<file path="src/lsdt_pkg.sv">
// shared constants, types and helpers for the lru stack depth tracker
`default_nettype none
package lsdt_pkg;

  // stack geometry
  localparam int STACK_DEPTH = 64;
  localparam int PAGE_BITS   = 20;
  localparam int IDX_W       = $clog2(STACK_DEPTH);
  localparam int CNT_W       = $clog2(STACK_DEPTH + 1);

  // fixed port field widths
  localparam int PAGE_NUM_W  = 20;
  localparam int CAP_W       = 7;
  localparam int DEPTH_W     = 6;
  localparam int DEPTH_MAX   = 63;

  typedef logic [PAGE_BITS-1:0] page_t;

  // per-cell control from the sequencer
  typedef struct packed {
    logic cmp_en;
    logic shift_en;
    logic valid;
  } cell_ctl_t;

  typedef enum logic [1:0] {
    ST_IDLE,
    ST_CMP,
    ST_ENC,
    ST_SHIFT
  } seq_state_t;

  // clamp a stack position to the depth field range
  function automatic logic [DEPTH_W-1:0] sat_depth(input logic [IDX_W-1:0] idx);
    logic [DEPTH_W-1:0] res;
    if (32'(idx) > 32'(DEPTH_MAX)) begin
      res = DEPTH_W'(DEPTH_MAX);
    end else begin
      res = DEPTH_W'(idx);
    end
    return res;
  endfunction

endpackage
`default_nettype wire

</file>
<file path="src/lsdt_cell.sv">
// one stack position: holds a page, compares it with the key, shifts from its neighbor
`default_nettype none
module lsdt_cell
  import lsdt_pkg::*;
(
  input  wire logic      clk,
  input  wire cell_ctl_t ctl,
  input  wire page_t     key,
  input  wire page_t     prev_entry,
  output page_t          entry,
  output logic           match
);

  page_t entry_r;
  logic  match_r;

  // entry storage, takes the upper neighbor's page on a shift
  always_ff @(posedge clk) begin
    if (ctl.shift_en) begin
      entry_r <= prev_entry;
    end
  end

  // registered compare against the reference key
  always_ff @(posedge clk) begin
    if (ctl.cmp_en) begin
      match_r <= ctl.valid && (entry_r == key);
    end
  end

  assign entry = entry_r;
  assign match = match_r;

endmodule
`default_nettype wire

</file>
<file path="src/lru_stack_depth_tracker_unit.sv">
// top level: lru stack distance tracker built from a row of compare-and-shift cells
//
// Usage:
//   Input: drive in_page_number and pulse start while busy is low; the beat
//   is taken at that clock edge. busy stays high until the result is out.
//   Result: out_valid is high for exactly one cycle with out_hit and
//   out_stack_depth; the receiver cannot stall, so it must take the beat.
//   out_stack_depth is the position from the most recently used end on a
//   hit (0 for the top) and 0 on a miss.
//   Config: cfg_capacity_in_use is written when cfg_valid and cfg_ready are
//   both high; cfg_ready is always high. Write it only while idle.
//   Sequence: an item passes through compare, encode and shift in turn;
//   busy drops with the result strobe, so a new item is accepted only once
//   the last one is through. The three steps over the cell row: register
//   the per-cell matches, encode the hit position, shift the row.
//   Reset: synchronous, active low; the stack comes up empty and the
//   capacity comes up at 64. Stack contents need no clearing.
`default_nettype none
module lru_stack_depth_tracker_unit
  import lsdt_pkg::*;
(
  input  wire logic                  clk,
  input  wire logic                  rst_n,
  input  wire logic                  start,
  output logic                       busy,
  input  wire logic [PAGE_NUM_W-1:0] in_page_number,
  output logic                       out_valid,
  output logic                       out_hit,
  output logic [DEPTH_W-1:0]         out_stack_depth,
  input  wire logic                  cfg_valid,
  output logic                       cfg_ready,
  input  wire logic [CAP_W-1:0]      cfg_capacity_in_use
);

  seq_state_t          state_r, state_nxt;
  page_t               page_r;
  logic [CAP_W-1:0]    capacity_r;
  logic [CNT_W-1:0]    count_r, count_nxt, upd_count_r;
  logic [IDX_W-1:0]    limit_r, limit_nxt;
  logic                hit_r, hit_nxt;
  logic [IDX_W-1:0]    hit_idx_r, hit_idx_nxt;
  logic                out_valid_r, out_hit_r;
  logic [DEPTH_W-1:0]  out_depth_r;
  logic                accept;
  logic                cmp_phase, shift_phase, enc_phase;
  logic [CNT_W-1:0]    cap_eff, keep;

  cell_ctl_t           ctl   [STACK_DEPTH];
  page_t               entry [STACK_DEPTH];
  logic [STACK_DEPTH-1:0] match;

  assign accept    = start && (state_r == ST_IDLE);
  assign busy      = (state_r != ST_IDLE);
  assign cfg_ready = 1'b1;

  // sequencer state register
  always_ff @(posedge clk) begin
    if (!rst_n) begin
      state_r <= ST_IDLE;
    end else begin
      state_r <= state_nxt;
    end
  end

  // next state and phase strobes
  always_comb begin
    state_nxt   = state_r;
    cmp_phase   = 1'b0;
    enc_phase   = 1'b0;
    shift_phase = 1'b0;
    case (state_r)
      ST_IDLE: begin
        if (start) begin
          state_nxt = ST_CMP;
        end
      end
      ST_CMP: begin
        cmp_phase = 1'b1;
        state_nxt = ST_ENC;
      end
      ST_ENC: begin
        enc_phase = 1'b1;
        state_nxt = ST_SHIFT;
      end
      ST_SHIFT: begin
        shift_phase = 1'b1;
        state_nxt   = ST_IDLE;
      end
      default: begin
        state_nxt = ST_IDLE;
      end
    endcase
  end

  // input beat capture
  always_ff @(posedge clk) begin
    if (accept) begin
      page_r <= PAGE_BITS'(in_page_number);
    end
  end

  // capacity register
  always_ff @(posedge clk) begin
    if (!rst_n) begin
      capacity_r <= CAP_W'(64);
    end else if (cfg_valid && cfg_ready) begin
      capacity_r <= cfg_capacity_in_use;
    end
  end

  // effective capacity clamped to one and the stack depth
  always_comb begin
    if (capacity_r == '0) begin
      cap_eff = CNT_W'(1);
    end else if (32'(capacity_r) > 32'(STACK_DEPTH)) begin
      cap_eff = CNT_W'(STACK_DEPTH);
    end else begin
      cap_eff = CNT_W'(capacity_r);
    end
    keep = (count_r > (cap_eff - CNT_W'(1))) ? (cap_eff - CNT_W'(1)) : count_r;
  end

  // one-hot match vector to position
  always_comb begin
    hit_idx_nxt = '0;
    for (int i = 0; i < STACK_DEPTH; i++) begin
      if (match[i]) begin
        hit_idx_nxt = hit_idx_nxt | IDX_W'(i);
      end
    end
    hit_nxt = |match;
  end

  // shift limit and new fill count
  always_comb begin
    if (hit_nxt) begin
      limit_nxt = hit_idx_nxt;
      count_nxt = count_r;
    end else begin
      limit_nxt = IDX_W'(keep);
      count_nxt = keep + CNT_W'(1);
    end
  end

  // encode stage registers
  always_ff @(posedge clk) begin
    if (enc_phase) begin
      hit_r       <= hit_nxt;
      hit_idx_r   <= hit_idx_nxt;
      limit_r     <= limit_nxt;
      upd_count_r <= count_nxt;
    end
  end

  // fill count of valid entries
  always_ff @(posedge clk) begin
    if (!rst_n) begin
      count_r <= '0;
    end else if (shift_phase) begin
      count_r <= upd_count_r;
    end
  end

  // result beat
  always_ff @(posedge clk) begin
    if (!rst_n) begin
      out_valid_r <= 1'b0;
    end else begin
      out_valid_r <= shift_phase;
    end
  end

  always_ff @(posedge clk) begin
    if (shift_phase) begin
      out_hit_r   <= hit_r;
      out_depth_r <= hit_r ? sat_depth(hit_idx_r) : '0;
    end
  end

  assign out_valid       = out_valid_r;
  assign out_hit         = out_hit_r;
  assign out_stack_depth = out_depth_r;

  // row of stack cells, top at position 0
  for (genvar g = 0; g < STACK_DEPTH; g++) begin : g_cell
    page_t prev;

    assign ctl[g].cmp_en   = cmp_phase;
    assign ctl[g].shift_en = shift_phase && (IDX_W'(g) <= limit_r);
    assign ctl[g].valid    = (CNT_W'(g) < count_r);

    if (g == 0) begin : g_top
      assign prev = page_r;
    end else begin : g_rest
      assign prev = entry[g-1];
    end

    lsdt_cell u_cell (
      .clk        (clk),
      .ctl        (ctl[g]),
      .key        (page_r),
      .prev_entry (prev),
      .entry      (entry[g]),
      .match      (match[g])
    );
  end

endmodule
`default_nettype wire

</file>
<file path="config.mk">
export PLATFORM = sky130hd
export DESIGN_NAME = lru_stack_depth_tracker_unit
export DESIGN_NICKNAME = d
export VERILOG_FILES = /design/src/lsdt_pkg.sv /design/src/lsdt_cell.sv /design/src/lru_stack_depth_tracker_unit.sv
export SDC_FILE = /design/constraint.sdc
export NUM_CORES = 2
export LEC_CHECK = 0
export BUFFER_PORTS_ARGS = -buffer_cell sky130_fd_sc_hd__buf_2
export CORE_MARGIN = 2
export CORE_UTILIZATION = 60
export DETAILED_ROUTE_END_ITERATION = 7
export HOLD_SLACK_MARGIN = 0.05
export PLACE_DENSITY = 0.8
export RECOVER_POWER = 50
export SYNTH_ARGS = -nofsm -noshare
export SYNTH_HDL_FRONTEND = slang
export SYNTH_HIERARCHICAL = 1
export SYNTH_SLANG_ARGS = --single-unit
</file>
<file path="constraint.sdc">
create_clock -name clk -period 9.26 [get_ports clk]
set_clock_uncertainty 0.1 [all_clocks]
set_input_delay 0.926 -clock clk [delete_from_list [all_inputs] [get_ports clk]]
set_output_delay 0.926 -clock clk [all_outputs]
set_load 0.03 [all_outputs]
</file>
---- Word level (Yosys, flattened, before mapping) ----
Cells that the tools add are included.
word-level totals
  register bits after elaboration ......... 1408
  input bits .............................. 31
  output and inout bits ................... 10
  logic and storage cells ................. 554
cells by class
  add/subtract/negate cells ............... 2
  order comparisons ....................... 130
  equality and inequality tests ........... 70
  mux-type cells .......................... 80
  reduce and logical (&&, ||, !) cells .... 133
operators by type and width
  kind                                                                   number
  20-bit equality test                                                   64
  6-bit by 7-bit < comparator with 1-bit output (first input constant)   32
  6-bit two-way mux                                                      34
  6-bit <= comparator (first input constant)                             32
  1-bit logical AND                                                      129
  5-bit by 7-bit < comparator with 1-bit output (first input constant)   16
  5-bit by 6-bit <= comparator with 1-bit output (first input constant)  16
  5-bit two-way mux                                                      16
  64-bit OR reduction                                                    1
  7-bit two-way mux                                                      9
  4-bit by 7-bit < comparator with 1-bit output (first input constant)   8
  4-bit by 6-bit <= comparator with 1-bit output (first input constant)  8
  4-bit two-way mux                                                      8
  3-bit by 7-bit < comparator with 1-bit output (first input constant)   4
  3-bit by 6-bit <= comparator with 1-bit output (first input constant)  4
  1-bit by 7-bit < comparator with 1-bit output (first input constant)   2
  2-bit by 7-bit < comparator with 1-bit output (first input constant)   2
  1-bit by 6-bit <= comparator with 1-bit output (first input constant)  2
  2-bit by 6-bit <= comparator with 1-bit output (first input constant)  2
  3-bit two-way mux                                                      4
  2-bit two-way mux                                                      4
  2-bit case mux with 4 select lines                                     1
  7-bit by 1-bit adder with 7-bit output (second input constant)         1
  7-bit > comparator                                                     1
  other kinds (10)                                                       15

---- Depth between registers and ports, before layout ----
  depth in word-level cells ............... 64
  depth in mapped cells ................... 21
  mapped depth without buffers ............ 19

---- Modules after synthesis ----
Netlist, hierarchy kept.
by module, submodules not included
  module                        times used  cells an instance  area each (sq um)  seq. area each (sq um)
  lsdt_cell                     64          48                 854.6              630.6
  lru_stack_depth_tracker_unit  1           507                4351.7             1751.7

---- Worst setup path after synthesis ----
No wires, ideal clock.
  path type ............................... flip-flop to flip-flop
  from .................................... register capacity_r[6]
  to ...................................... register upd_count_r[6], data pin
  setup time .............................. 0.256 ns
  arrival time ............................ 4.308 ns
  required time ........................... 8.904 ns
  path slack .............................. 4.596 ns
  cell stages (with the launch flop) ...... 20
  path buffers ............................ 2
  period minus slack after synthesis ...... 4.664 ns
  path through ............................ dfxtp_1 > clkbuf_1 > nand2b_1 > o31ai_2 > inv_1 > ha_1 > or3b_1 > a221oi_2 > ha_1 > and4_1 > a21boi_0 > o31a_1 > clkbuf_1 > a21oi_1 > ha_1 > inv_1 > or3_1 > nor3b_1 > a31oi_1 > o22a_1
on the way
  longest elaborated chain between the ends .. 9
  elaborated cells on any way between the ends .. 10
  those cells by class .................... add/sub: 2; order compare: 2; mux: 5; reduce/logical: 1
RTL lines
  element                                        line                                 RTL
  start, declared                                lru_stack_depth_tracker_unit.sv:37   logic [CAP_W-1:0] capacity_r;
  start signal, assigned                         lru_stack_depth_tracker_unit.sv:107  capacity_r <= cfg_capacity_in_use;
  7-bit > comparator                             lru_stack_depth_tracker_unit.sv:115  end else if (32'(capacity_r) > 32'(STACK_DEPTH)) begin
  7-bit two-way mux                              lru_stack_depth_tracker_unit.sv:115
  7-bit two-way mux                              lru_stack_depth_tracker_unit.sv:113  if (capacity_r == '0) begin
  7-bit two-way mux *                            lru_stack_depth_tracker_unit.sv:113
  7-bit by 1-bit subtractor with 7-bit output *  lru_stack_depth_tracker_unit.sv:120  keep = (count_r > (cap_eff - CNT_W'(1))) ? (cap_eff - CNT_W'(1)) : count_r;
  7-bit > comparator                             lru_stack_depth_tracker_unit.sv:120
  7-bit two-way mux *                            lru_stack_depth_tracker_unit.sv:120
  7-bit by 1-bit adder with 7-bit output *       lru_stack_depth_tracker_unit.sv:141  count_nxt = keep + CNT_W'(1);
  7-bit two-way mux *                            lru_stack_depth_tracker_unit.sv:136  if (hit_nxt) begin
  named net count_nxt[6]                         lru_stack_depth_tracker_unit.sv:38   logic [CNT_W-1:0] count_r, count_nxt, upd_count_r;
  end signal, assigned                           lru_stack_depth_tracker_unit.sv:151  upd_count_r <= count_nxt;
  end, declared                                  lru_stack_depth_tracker_unit.sv:38
Mark *: on every way through the listed nets, which the timed path passes. The rest lies on a longest branch. The select of a mux whose other input is x is not followed.
A chain may end at the register's enable or synchronous reset.

==> run_results.csv <==
group,metric,value,unit
yosys,syn-instance-count,3579,
power,power.share.combinational,17.4,%
flow_run,max_cap_viol_count,22,
layout,seqCellArea,42100,µm²
routing,totalWireLength,136000,µm
place,portBuffers,39,
sta,maxSlewHeadroom,-303,%
sta,timing.fmax,157,MHz
yosys,post_synth_and_or_nand_nor_area_fraction,7.14,%
critical_path,critical_path_arrival,6.64,ns
die,fp.dieH,318,µm
layout,ratio_of_cells_with_drive_above_1_in_the_final_layout,10.2,%
place,pre_cts_slack,3.75,ns
run_status,violated_checks,"capacitance limit, slew limit",
yosys,synth.most_common_cell,"edfxtp_1",
routing,drc_errors,0,
grt,antenna_found_initial,9,
yosys,synth_top_cell_by_area,"edfxtp_1",
die,die_w,318,µm
clock_network,cts.root.buffer_cell,"clkbuf_16",
yosys,synth_async_sr_flop_share,0,%
power,power.ir.vdd_worst,0.249,mV
clock_network,cts.path.max_buffers,3,
yosys,synth_area_leaders,"edfxtp_1, xnor2_1, xor2_1, nand4_1, nor4_1",
layout,area.growth.synth_to_final,11.1,%
sta,rsz0062_at_grt,"no",
power,pwr-share-seq,50.5,%
yosys,mapped_avg_cell_area,16.5,µm²
die,die-area,101000,µm²
grt,vias_in_the_first_global_route,32528,
layout,layout.nets,3837,
routing,avgViaCountPerCell,6.18,
sta,post-route-worst-setup-slack,2.89,ns
critical_path,worst_setup_path_end_kind,"flip-flop",
clock_network,postCtsSetupRepairBufs,0,
power,net-switching-power,4.78,mW
layout,multi_input_area,16900,µm²
run_status,outcome,"finished with violations",
clock_network,cts_buffers,142,
yosys,synth_mux_area_share,0.309,%
sta,min_period_over_period,68.8,%
critical_path,critical_path_required,9.53,ns
yosys,synth_area,59000,µm²
power,powerDensity,257,nW/µm²
yosys,synth_enable_flop_cells,1391,
sta,finalHoldViolCount,0,
routing,vias,32056,
routing,drt.antenna.violating_nets,0,
yosys,syn_nets,3624,
routing,routed_wire_length_per_instance,26.3,µm
sta,setup_viol_count_final,0,
grt,pin_count_of_the_biggest_net_entering_global_routing,66,
yosys,synth_flop_cell,"edfxtp_1",
die,placement_row_count,115,
routing,dr.pass1.iters,7,
grt,gr-usage-all-layers,27.1,%
clock_network,tritoncts,"yes",
critical_path,worstSetupStartpointType,"flip-flop",
layout,final_core_util,67.0,%
routing,drt_iter0_drc,3497,
clock_network,cts_resized,0,
yosys,yosysTopAreaCellShare,70.7,%
yosys,synth_compound_gate_area_share,1.51,%
sta,drv_slew,780,
yosys,dominant_combinational_cell_family_by_area_after_synthesis,"XOR/XNOR gates",
critical_path,critPathKind,"reg2reg",
sta,time_the_worst_path_needs_with_i_o_delays_and_setup,6.37,ns
yosys,synth_common_cells,"edfxtp_1, xnor2_1, xor2_1",
yosys,unique_masters_post_synth,57,
clock_network,insertion_delay,0.75,ns
power,share_clk_of_total_power,32.1,%
sta,fin_setup_tns,0,ns
die,coreArea,98000,µm²
clock_network,numClockSinks,1408,
clock_network,worst_setup_hold_path_clk_slew,0.06,ns
place,place_congestion,1.02,
grt,grt_pass1_wl,203000,µm
layout,fill_cells,6304,
die,starting_utilization_of_the_core_area,60.3,%
power,switching_power_share_of_the_total,28.4,%
clock_network,htreeDepth,4,
place,dp_hpwl,89200,µm
die,boundaryPins,41,
clock_network,ctsHoldBuffers,0,
yosys,synth_seq_cells,1408,
grt,grt_overflow_total,0,
power,leak_pwr,19.2,nW
power,power_internal,12.1,mW
yosys,post_synthesis_share_of_cell_area_spent_on_full_adders_half_adders_and_majority_gates,0.297,%
yosys,synth-seq-area-share,71.3,%
critical_path,critical_path_fanout_max,65,
worst_hold_path,worstHoldPathType,"in2reg",
sta,least_margin_pin_slew,6.04,ns
yosys,synth-warning-count,6,
yosys,parity_gate_share_of_the_synthesized_area_counting_xor_and_xnor_cells,19.0,%
## area by class of cell
cell class / instances / share of cell area, %
Clock buffer: 172 / 5.73
Inverter: 22 / 0.126
Antenna cell: 3 / 0.0114
Tap cell: 1287 / 2.45
Sequential cell: 1408 / 64.2
Timing Repair Buffer: 103 / 0.906
Multi-Input combinational cell: 2115 / 25.7
Clock inverter: 77 / 0.877
## worst max-delay path: stages (launching register included)
cell	delay, ns
dfxtp_1	0.39
ha_1	0.20
clkbuf_1	2.68
o31a_1	1.17
a21o_1	0.73
a21o_1	0.68
## flip-flops by register name, summed over array words and instances, names as in the netlist
register             cells
limit_r                  6
hit_r                    1
capacity_r               7
g_cell.prev             20
out_stack_depth          6
hit_idx_r                6
upd_count_r              7
g_cell.u_cell/entry   1280
out_valid                1
out_hit                  1
count_r                  7
state_r                  2
g_cell.u_cell/match     64
## power groups by stage
stage	Sequential (mW)	Combinational [mW]	Clock, mW
after floorplan	8.76	1.74	0
after global placement	8.58	2.74	0
after detailed placement	8.59	2.86	0
after CTS	8.48	2.89	5.49
after global routing	8.56	3.14	5.72
final	8.51	2.93	5.42
## placed cells by master (no fill, tap or decap), types with 33 or more instances in the layout
cell type  instances
xor2_1           512
clkbuf_16        146
o21ai_0           39
nor2_1            37
nor4_1           160
nor4_2            66
xnor2_1          772
nand4_1          203
nand2_1           44
clkbuf_1          48
clkinv_2          33
buf_2             37
buf_4             43
edfxtp_1        1391
nand3_1           67
## metrics by stage
stage	total power, mW	hold WS, ns	area [µm²]	instances
floorplan	10.5	0.347	59000	3579
global placement	11.3	0.349	61400	4935
detailed placement	11.5	0.354	61400	4935
CTS	16.9	0.213	65700	5184
global route	17.4	0.230	65600	5185
finish	16.9	0.254	65600	5187
## per-layer routing
layer / track usage, % / part of all wire [%]
met2: 45.0 / 49
met3: 6.53 / 9.7
met1: 35.2 / 38
met5: 0 / 0.036
met4: 9.51 / 3.2
## final timing paths
path / endpoint / slack, ns / start / cells past startpoint
worst max-delay path: g_cell[3].u_cell/entry[9] / 2.89 / state_r[0] / 5
worst min-delay path: g_cell[0].prev[17] / 0.25 / in_page_number[17] / 1
worst max register to register: g_cell[3].u_cell/entry[9] / 2.89 / state_r[0] / 5
worst min register to register: g_cell[25].u_cell/entry[6] / 0.35 / g_cell[24].u_cell/entry[6] / 0
## kinds of logic (layout without fill, tap and decap cells)
kind of cell,Yosys count,in the layout
flip-flops,1408,1408
other,1,4
adder cells (fa/ha/maj),14,14
buffers and inverters,56,374
multiplexers,18,18
XOR/XNOR,1284,1284
AND/OR/NAND/NOR,656,656
AO/OA/AOI/OAI,142,142
Note: power is estimated with default switching activity, not from simulation.
